`src/sv/pwq_pkg.sv`:
```
// ----------------------------------------------------------------------------
// pwq_pkg
// Shared types and constants for the priority wait queue.
// ----------------------------------------------------------------------------
package pwq_pkg;

   localparam int MAX_TASKS     = 16;
   localparam int PRIORITY_BITS = 8;

   localparam int ID_COUNT = 16;
   localparam int ID_W     = 4;
   localparam int SLOT_W   = (MAX_TASKS > 1) ? $clog2(MAX_TASKS) : 1;
   localparam int COUNT_W  = 5;
   localparam int PRIO_W   = PRIORITY_BITS;

   localparam int OP_FIELD_W     = 2;
   localparam int PRIO_FIELD_W   = 8;
   localparam int STATUS_FIELD_W = 3;

   typedef enum logic [OP_FIELD_W-1:0] {
      OP_INSERT = 2'd0,
      OP_REMOVE = 2'd1,
      OP_POP    = 2'd2,
      OP_REPRIO = 2'd3
   } op_type;

   typedef enum logic [STATUS_FIELD_W-1:0] {
      ST_OK     = 3'd0,
      ST_FULL   = 3'd1,
      ST_DUP    = 3'd2,
      ST_NOTQ   = 3'd3,
      ST_EMPTY  = 3'd4
   } status_type;

   typedef enum logic [2:0] {
      S_IDLE,
      S_RM_RD,
      S_RM_CHK,
      S_INS_START,
      S_INS_RD,
      S_INS_CHK,
      S_INS_PUT,
      S_FINISH
   } state_type;

   typedef struct packed {
      logic            set;
      logic            clr;
      logic [ID_W-1:0] id;
   } track_cmd_type;

endpackage

```
`src/sv/pwq_tracker.sv`:
```
// ----------------------------------------------------------------------------
// pwq_tracker
// Per-id queued flags and the occupied slot count.
// ----------------------------------------------------------------------------
module pwq_tracker (
   input  logic                            clock,
   input  logic                            reset,
   input  logic [pwq_pkg::ID_W-1:0]        query_id,
   input  pwq_pkg::track_cmd_type          cmd,
   output logic                            query_hit,
   output logic [pwq_pkg::COUNT_W-1:0]     count
);
   import pwq_pkg::*;

   logic [ID_COUNT-1:0] flag_ff;
   logic [ID_COUNT-1:0] flag_in;
   logic [COUNT_W-1:0]  count_ff;
   logic [COUNT_W-1:0]  count_in;

   always_comb begin
      flag_in  = flag_ff;
      count_in = count_ff;
      if (cmd.set) begin
         flag_in[cmd.id] = 1'b1;
         count_in        = count_ff + 1'b1;
      end else if (cmd.clr) begin
         flag_in[cmd.id] = 1'b0;
         count_in        = count_ff - 1'b1;
      end
   end

   always_ff @(posedge clock) begin
      if (reset) begin
         flag_ff  <= '0;
         count_ff <= '0;
      end else begin
         flag_ff  <= flag_in;
         count_ff <= count_in;
      end
   end

   assign query_hit = flag_ff[query_id];
   assign count     = count_ff;

   a_no_set_and_clr: assert property (@(posedge clock) disable iff (reset)
      !(cmd.set && cmd.clr))
      else $error("set and clear in one cycle");

   a_clr_only_queued: assert property (@(posedge clock) disable iff (reset)
      cmd.clr |-> flag_ff[cmd.id] && count_ff != '0)
      else $error("clear of an id that is not queued");

   a_set_only_free: assert property (@(posedge clock) disable iff (reset)
      cmd.set |-> !flag_ff[cmd.id])
      else $error("set of an id already queued");

   a_count_matches: assert property (@(posedge clock) disable iff (reset)
      int'(count_ff) == $countones(flag_ff))
      else $error("count out of step with flags");

endmodule

```
`src/sv/priority_wait_queue_core.sv`:
```
// ----------------------------------------------------------------------------
// priority_wait_queue_core
// Stable sorted priority queue of waiting task ids.
// ----------------------------------------------------------------------------
// Slots are held in a single-port-write, registered-read memory, head at slot
// zero, ordered by descending priority with first-in first-out order inside a
// priority. One sequencer walks the slots one at a time; each slot visited is
// read, then compared and shifted. An insert walks from the tail down to its
// place, or goes straight to the put step when the queue is empty. Remove and
// pop walk the whole queue. Reprioritize is a remove followed by an insert on
// the shortened queue, without passing through the idle and finish states in
// between. Rejected items go straight from idle to finish. req_ready is high
// only while no item is in progress; a finished result waits in the output
// register without holding up the next item, unless the result before it is
// still waiting there, in which case the sequencer holds in its last step
// until that one is taken.
// ----------------------------------------------------------------------------
module priority_wait_queue_core (
   input  logic                                  clock,
   input  logic                                  reset,
   input  logic                                  req_valid,
   output logic                                  req_ready,
   input  logic [pwq_pkg::OP_FIELD_W-1:0]        req_operation,
   input  logic [pwq_pkg::ID_W-1:0]              req_task_id,
   input  logic [pwq_pkg::PRIO_FIELD_W-1:0]      req_priority_req,
   output logic                                  rsp_valid,
   input  logic                                  rsp_ready,
   output logic [pwq_pkg::STATUS_FIELD_W-1:0]    rsp_status,
   output logic                                  rsp_popped_valid,
   output logic [pwq_pkg::ID_W-1:0]              rsp_popped_task,
   output logic [pwq_pkg::PRIO_FIELD_W-1:0]      rsp_popped_priority,
   output logic [pwq_pkg::COUNT_W-1:0]           rsp_queue_count,
   output logic                                  rsp_queue_empty
);
   import pwq_pkg::*;

   // slot memory
   logic [ID_W-1:0]   slot_task_mem [MAX_TASKS];
   logic [PRIO_W-1:0] slot_prio_mem [MAX_TASKS];
   logic [ID_W-1:0]   rd_task_ff;
   logic [PRIO_W-1:0] rd_prio_ff;
   logic [SLOT_W-1:0] rd_addr;
   logic              wr_en;
   logic [SLOT_W-1:0] wr_addr;
   logic [ID_W-1:0]   wr_task;
   logic [PRIO_W-1:0] wr_prio;

   state_type         state_ff, state_in;
   op_type            op_ff, op_in;
   logic [ID_W-1:0]   id_ff, id_in;
   logic [PRIO_W-1:0] prio_ff, prio_in;
   logic [SLOT_W-1:0] idx_ff, idx_in;
   logic [SLOT_W-1:0] put_addr_ff, put_addr_in;
   logic              found_ff, found_in;
   status_type        status_ff, status_in;
   logic              out_pv_ff, out_pv_in;
   logic [ID_W-1:0]   out_task_ff, out_task_in;
   logic [PRIO_W-1:0] out_prio_ff, out_prio_in;

   logic                      rsp_valid_ff, rsp_valid_in;
   status_type                rsp_status_ff;
   logic                      rsp_pv_ff;
   logic [ID_W-1:0]           rsp_task_ff;
   logic [PRIO_W-1:0]         rsp_prio_ff;
   logic [COUNT_W-1:0]        rsp_count_ff;
   logic                      rsp_load;

   track_cmd_type      tcmd;
   logic               id_hit;
   logic [COUNT_W-1:0] count;

   logic       accept;
   op_type     req_op;
   logic       rm_last;
   logic       rm_hit;
   logic       ins_stop;
   logic       count_full;

   pwq_tracker u_tracker (
      .clock     (clock),
      .reset     (reset),
      .query_id  (req_task_id),
      .cmd       (tcmd),
      .query_hit (id_hit),
      .count     (count)
   );

   assign req_ready  = (state_ff == S_IDLE);
   assign accept     = req_valid && req_ready;
   assign req_op     = op_type'(req_operation);
   assign count_full = int'(count) >= MAX_TASKS;
   assign rm_last    = (idx_ff == SLOT_W'(count - 1'b1));
   assign rm_hit     = !found_ff && ((op_ff == OP_POP) || (rd_task_ff == id_ff));
   assign ins_stop   = (rd_prio_ff >= prio_ff);
   assign rsp_load   = (state_ff == S_FINISH) && (!rsp_valid_ff || rsp_ready);

   // next state
   always_comb begin
      state_in = state_ff;
      unique case (state_ff)
         S_IDLE: begin
            if (accept) begin
               unique case (req_op)
                  OP_INSERT: state_in = (id_hit || count_full) ? S_FINISH : S_INS_START;
                  OP_REMOVE: state_in = id_hit ? S_RM_RD : S_FINISH;
                  OP_POP:    state_in = (count == '0) ? S_FINISH : S_RM_RD;
                  OP_REPRIO: state_in = id_hit ? S_RM_RD : S_FINISH;
                  default:   state_in = S_FINISH;
               endcase
            end
         end
         S_RM_RD:     state_in = S_RM_CHK;
         S_RM_CHK: begin
            if (!rm_last) begin
               state_in = S_RM_RD;
            end else begin
               state_in = (op_ff == OP_REPRIO) ? S_INS_START : S_FINISH;
            end
         end
         S_INS_START: state_in = (count == '0) ? S_INS_PUT : S_INS_RD;
         S_INS_RD:    state_in = S_INS_CHK;
         S_INS_CHK: begin
            if (ins_stop || idx_ff == '0) begin
               state_in = S_INS_PUT;
            end else begin
               state_in = S_INS_RD;
            end
         end
         S_INS_PUT:   state_in = S_FINISH;
         S_FINISH:    state_in = rsp_load ? S_IDLE : S_FINISH;
         default:     state_in = S_IDLE;
      endcase
   end

   // datapath and memory control
   always_comb begin
      op_in       = op_ff;
      id_in       = id_ff;
      prio_in     = prio_ff;
      idx_in      = idx_ff;
      put_addr_in = put_addr_ff;
      found_in    = found_ff;
      status_in   = status_ff;
      out_pv_in   = out_pv_ff;
      out_task_in = out_task_ff;
      out_prio_in = out_prio_ff;
      rd_addr     = idx_ff;
      wr_en       = 1'b0;
      wr_addr     = idx_ff;
      wr_task     = rd_task_ff;
      wr_prio     = rd_prio_ff;
      tcmd        = '0;
      unique case (state_ff)
         S_IDLE: begin
            if (accept) begin
               op_in       = req_op;
               id_in       = req_task_id;
               prio_in     = req_priority_req[PRIO_W-1:0];
               idx_in      = '0;
               found_in    = 1'b0;
               out_pv_in   = 1'b0;
               out_task_in = '0;
               out_prio_in = '0;
               status_in   = ST_OK;
               unique case (req_op)
                  OP_INSERT: begin
                     if (id_hit) begin
                        status_in = ST_DUP;
                     end else if (count_full) begin
                        status_in = ST_FULL;
                     end
                  end
                  OP_REMOVE, OP_REPRIO: begin
                     if (!id_hit) begin
                        status_in = ST_NOTQ;
                     end
                  end
                  OP_POP: begin
                     if (count == '0) begin
                        status_in = ST_EMPTY;
                     end
                  end
                  default: status_in = ST_OK;
               endcase
            end
         end
         S_RM_RD: begin
            rd_addr = idx_ff;
         end
         S_RM_CHK: begin
            // close the gap left by the removed slot
            if (found_ff) begin
               wr_en   = 1'b1;
               wr_addr = idx_ff - 1'b1;
            end
            if (rm_hit) begin
               found_in = 1'b1;
               id_in    = rd_task_ff;
               if (op_ff == OP_POP) begin
                  out_pv_in   = 1'b1;
                  out_task_in = rd_task_ff;
                  out_prio_in = rd_prio_ff;
               end
            end
            if (rm_last) begin
               tcmd.clr = 1'b1;
               tcmd.id  = rm_hit ? rd_task_ff : id_ff;
            end else begin
               idx_in = idx_ff + 1'b1;
            end
         end
         S_INS_START: begin
            if (count == '0) begin
               put_addr_in = '0;
            end else begin
               idx_in = SLOT_W'(count - 1'b1);
            end
         end
         S_INS_RD: begin
            rd_addr = idx_ff;
         end
         S_INS_CHK: begin
            if (ins_stop) begin
               put_addr_in = idx_ff + 1'b1;
            end else begin
               // open a gap by moving this slot one back
               wr_en   = 1'b1;
               wr_addr = idx_ff + 1'b1;
               if (idx_ff == '0) begin
                  put_addr_in = '0;
               end else begin
                  idx_in = idx_ff - 1'b1;
               end
            end
         end
         S_INS_PUT: begin
            wr_en    = 1'b1;
            wr_addr  = put_addr_ff;
            wr_task  = id_ff;
            wr_prio  = prio_ff;
            tcmd.set = 1'b1;
            tcmd.id  = id_ff;
         end
         S_FINISH: begin
            rd_addr = idx_ff;
         end
         default: rd_addr = idx_ff;
      endcase
   end

   always_comb begin
      rsp_valid_in = rsp_valid_ff;
      if (rsp_load) begin
         rsp_valid_in = 1'b1;
      end else if (rsp_ready) begin
         rsp_valid_in = 1'b0;
      end
   end

   always_ff @(posedge clock) begin
      if (wr_en) begin
         slot_task_mem[wr_addr] <= wr_task;
         slot_prio_mem[wr_addr] <= wr_prio;
      end
      rd_task_ff <= slot_task_mem[rd_addr];
      rd_prio_ff <= slot_prio_mem[rd_addr];
   end

   always_ff @(posedge clock) begin
      if (reset) begin
         state_ff     <= S_IDLE;
         rsp_valid_ff <= 1'b0;
      end else begin
         state_ff     <= state_in;
         rsp_valid_ff <= rsp_valid_in;
      end
   end

   always_ff @(posedge clock) begin
      op_ff       <= op_in;
      id_ff       <= id_in;
      prio_ff     <= prio_in;
      idx_ff      <= idx_in;
      put_addr_ff <= put_addr_in;
      found_ff    <= found_in;
      status_ff   <= status_in;
      out_pv_ff   <= out_pv_in;
      out_task_ff <= out_task_in;
      out_prio_ff <= out_prio_in;
      if (rsp_load) begin
         rsp_status_ff <= status_ff;
         rsp_pv_ff     <= out_pv_ff;
         rsp_task_ff   <= out_task_ff;
         rsp_prio_ff   <= out_prio_ff;
         rsp_count_ff  <= count;
      end
   end

   assign rsp_valid           = rsp_valid_ff;
   assign rsp_status          = rsp_status_ff;
   assign rsp_popped_valid    = rsp_pv_ff;
   assign rsp_popped_task     = rsp_task_ff;
   assign rsp_popped_priority = PRIO_FIELD_W'(rsp_prio_ff);
   assign rsp_queue_count     = rsp_count_ff;
   assign rsp_queue_empty     = (rsp_count_ff == '0);

   a_shift_not_at_head: assert property (@(posedge clock) disable iff (reset)
      (state_ff == S_RM_CHK && found_ff) |-> idx_ff != '0)
      else $error("shift down from the head slot");

   a_put_has_room: assert property (@(posedge clock) disable iff (reset)
      state_ff == S_INS_PUT |-> !count_full)
      else $error("insert into a full queue");

   a_pop_reports_ok: assert property (@(posedge clock) disable iff (reset)
      (rsp_valid && rsp_popped_valid) |-> rsp_status == ST_OK)
      else $error("popped item with error status");

   a_remove_found: assert property (@(posedge clock) disable iff (reset)
      (state_ff == S_RM_CHK && rm_last) |-> (found_ff || rm_hit))
      else $error("queued task not found in slots");

endmodule
```
`config.mk`:
```
export PLATFORM = sky130hd
export DESIGN_NAME = priority_wait_queue_core
export DESIGN_NICKNAME = d
export VERILOG_FILES = /design/src/sv/pwq_pkg.sv /design/src/sv/pwq_tracker.sv /design/src/sv/priority_wait_queue_core.sv
export SDC_FILE = /design/constraint.sdc
export NUM_CORES = 1
export LEC_CHECK = 0
export BUFFER_PORTS_ARGS = -buffer_cell sky130_fd_sc_hd__buf_2
export CORE_MARGIN = 8
export CORE_UTILIZATION = 40
export DETAILED_ROUTE_END_ITERATION = 12
export SETUP_SLACK_MARGIN = 0.5
export SLEW_MARGIN = 10
export SYNTH_ARGS = -nofsm -noshare
export SYNTH_HDL_FRONTEND = slang
export SYNTH_HIERARCHICAL = 1
export SYNTH_SLANG_ARGS = --single-unit
```
`constraint.sdc`:
```
create_clock -name clock -period 4.35 [get_ports clock]
set_clock_uncertainty 0.15 [all_clocks]
set_input_delay 0 -clock clock [delete_from_list [all_inputs] [get_ports clock]]
set_output_delay 0 -clock clock [all_outputs]
set_load 0.005 [all_outputs]
```
==> run_results.csv <==
group,metric,value,unit
outcome,status,"finished clean",
clock_network,cts_buffer_depth,3,
drt,antenna_left,0,
global_routing,grt_overflow,0,
synthesis,synthesis.area,12200,sq um
setup_path,arrival,3.80,ns
sta,period_needed,3.54,ns
drt,vias,6708,
setup_path,rrSetupSlack,0.81,ns
placement,numPortBuffers,41,
setup_path,cp.required,4.61,ns
drt,first_pass_iters,5,
placement,dp.cells,1169,
floorplan,chipHeight,190,um
floorplan,rows,64,
sta,rsz0062_at_grt,"no",
global_routing,grt_pass1_vias,6751,
synthesis,syn-num-nets,761,
synthesis,synth_top_area_frac,0.623,
cells_and_area,syn_to_final_growth,17.6,%
synthesis,async_flop_share,0,
cells_and_area,insertedDiodeCount,0,
power_and_ir_drop,peakVddDrop,0.334,mV
synthesis,synthTopCellsByArea,"edfxtp_1, mux4_2, dfxtp_1, ha_1, mux2i_1",
sta,slew_violations,0,
synthesis,synth_flop_cell,"edfxtp_1",
power_and_ir_drop,p_per_area,611,nW/um^2
setup_path,crit_path_frequent_cell,"inv_2",
clock_network,cts_sinks,289,
synthesis,yosys_warnings,6,
cells_and_area,nets,863,
placement,dpl.hpwl,16700,um
synthesis,synth_edf_count,252,
drt,drt-vias-per-instance,5.37,
sta,fin_tns_setup,0,ns
hold_path,worstHoldEndpoint,"prio_ff[4]",
clock_network,cts_root_buffer,"clkbuf_16",
setup_path,endpoint_kind,"register",
clock_network,cts.clk_slew.worst_paths,0.06,ns
setup_path,crit_path_start_kind,"register",
floorplan,pin_count,42,
setup_path,reg2reg_depth,11,
hold_path,worstHoldPathCells,2,
clock_network,cts_setup_buffers,0,
drt,wl,25800,um
floorplan,start_util,0.401,
cells_and_area,fill_cells,2598,
setup_path,cp_max_fo,20,
synthesis,synth_top_family_by_area,"multiplexers",
synthesis,yosysSeqAreaShare,0.684,
drt,wl_per_cell,20.7,um
clock_network,clk_latency,0.55,ns
synthesis,synth_xor_area_frac,0.0130,
setup_path,path_delay_family,"simple AND/OR/NAND/NOR gates",
sta,setup_viol,0,
setup_path,crit_type,"reg2reg",
cells_and_area,layoutNonFillerInstCount,1249,
clock_network,cts_tree,"yes",
setup_path,worstPathCellList,"inv_2 > nand2_1 > inv_2 > nand4_1 > inv_1 > and2_1 > a22o_1 > nand2b_1 > nor4_1 > mux2i_1 > nor2_1",
synthesis,yosys-mux-area-fraction,0.138,
placement,gp_congestion,0.787,
global_routing,antenna_found_initial,0,
synthesis,synth_top_area_cell,"edfxtp_1",
synthesis,ys_ff_latch,289,
synthesis,avgSynthCellArea,16.7,sq um
synthesis,synth-compound-area-share,0.0532,
power_and_ir_drop,power_leakage,4.89,nW
sta,max_slew_margin,0.276,
sta,hold_viol_final,0,
synthesis,synth_cell_types,70,
setup_path,slowest_delay,0.74,ns
sta,worst_pin_slew,1.08,ns
clock_network,cts_buffers,30,
sta,fmax,282,MHz
global_routing,grt_pass1_wl,40200,um
cells_and_area,drive_gt1_frac,0.275,
run,drv_cap,0,
synthesis,synth_simple_gate_area_share,0.0720,
setup_path,reg2reg_from,"state_ff[0]",
setup_path,crit_slowest_cell,"dfxtp_1",
floorplan,die_x,190,um
hold_path,hp-start,"req_priority_req[4]",
drt,drc,0,
clock_network,htree_levels,1,
floorplan,die_area,36200,sq um
synthesis,syn-instance-count,727,
hold_path,hp-class,"in2reg",
synthesis,synth_fa_ha_area_frac,0.0171,
drt,drt-initial-drc-count,605,
sta,fin_crit_sh,0.814,
floorplan,coreArea,30300,sq um
global_routing,track_usage,0.141,
setup_path,cp.buffers_inverters,3,
global_routing,grt_start_max_net_pins,36,
-- report_power, final --
part,total [W],switching [W],internal (W)
combinational,0.00239,0.00141,0.000984
sequential,0.00383,0.000216,0.00361
clock,0.00251,0.00105,0.00145
-- state kept, by name, summed over array words and instances (netlist names), 5 cells and up, named ones only --
name and count:
prio_ff 8, slot_prio_mem 128, rsp_queue_count 5, rd_prio_ff 8
slot_task_mem 64, rsp_popped_priority 8, out_prio_ff 8, u_tracker/count 5
-- per-layer routing --
metal	global-route usage	vias up	wire, um
met5	0	-	0
met4	0.0400	0	597
met3	0.0192	45	1230
met2	0.224	165	12200
met1	0.201	3407	11800
li1	-	3091	-
-- worst max-delay path by stage --
| stage | start | to | slack [ns] | cells after the start |
|---|---|---|---|---|
| 2_1_floorplan | idx_ff[0] | slot_prio_mem[10][0] | 0.39 | 10 |
| 3_3_place_gp | state_ff[1] | register | 0.86 | 12 |
| 3_5_place_dp | state_ff[1] | register | 0.71 | 12 |
| 4_1_cts | state_ff[1] | register | 0.69 | 12 |
| 5_1_grt | state_ff[0] | register | 0.53 | 11 |
| 6_report | state_ff[0] | register | 0.81 | 11 |
-- layout by cell type, fill, tap and decap left out, drive strengths merged, types with 4 or more instances in the layout --
| cell type | Yosys | final |
|---|---|---|
| ha | 15 | 15 |
| nand3 | 4 | 4 |
| clkinv | 1 | 13 |
| nor4 | 13 | 13 |
| a22oi | 4 | 4 |
| o211ai | 5 | 5 |
| xor2 | 6 | 6 |
| nor2 | 46 | 46 |
| a22o | 4 | 4 |
| clkbuf | 16 | 34 |
| mux2i | 18 | 18 |
| nand4 | 4 | 4 |
| dlygate4sd3 | 0 | 24 |
| o21ai | 26 | 26 |
| dfxtp | 37 | 37 |
| edfxtp | 252 | 252 |
| clkinvlp | 0 | 4 |
| nand2 | 41 | 41 |
| inv | 25 | 28 |
| xnor2 | 12 | 12 |
| nor2b | 5 | 5 |
| buf | 19 | 81 |
| nand2b | 8 | 8 |
| a21oi | 25 | 25 |
| nor3 | 17 | 17 |
| mux4 | 65 | 65 |
| and3 | 15 | 15 |
-- metrics by stage --
stage                     area, sq um  worst slack (ns)   util  power, W  hold WS [ns]
final                           14300             0.810  0.472   0.00873        0.0201
after global routing            14300             0.529  0.472   0.00912        0.0105
after CTS                       14300             0.687  0.472   0.00881       0.00197
after detailed placement        13100             0.709  0.432   0.00628        0.0289
after global placement          13100             0.856  0.432   0.00623        0.0280
after floorplan                 12200             0.386      -   0.00552       -0.0809
-- cells by family after synthesis --
logic type | after synthesis
adder cells (fa/ha/maj) | 16
XOR/XNOR | 18
AO/OA/AOI/OAI | 88
buffers and inverters | 61
AND/OR/NAND/NOR | 170
multiplexers | 85
flip-flops | 289
-- worst reg2reg max path, stage by stage, from the launching register on --
cell	delay, ns
dfxtp_1	0.74
inv_2	0.27
nand2_1	0.40
inv_2	0.17
nand4_1	0.18
inv_1	0.14
and2_1	0.20
a22o_1	0.34
nand2b_1	0.23
nor4_1	0.31
mux2i_1	0.23
nor2_1	0.05
-- synth_stat cells (12+ instances only) --
cell type,number
ha_1,15
inv_1,21
nand2_1,41
dfxtp_1,37
nor3_1,16
clkbuf_1,16
a21oi_1,23
nor2_1,45
mux2i_1,18
edfxtp_1,252
and3_1,15
mux4_2,61
nor4_1,13
o21ai_0,22
xnor2_1,12
-- repair_timing --
item / in CTS / in global routing
endpoints found under the setup margin: 0 / 10
hold endpoints to repair: 51 / 0
hold buffers: 24 / 0
resized for setup: 0 / 2
-- final cells by class --
class	instances	area, sq um	share of cell area
Clock buffer	34	766	0.0536
Sequential cell	289	8310	0.582
Tap cell	396	495	0.0347
Multi-Input combinational cell	377	3660	0.256
Clock inverter	22	213	0.0149
Inverter	26	97.6	0.00683
Timing Repair Buffer	105	746	0.0522
(Power assumes the default switching activity.)
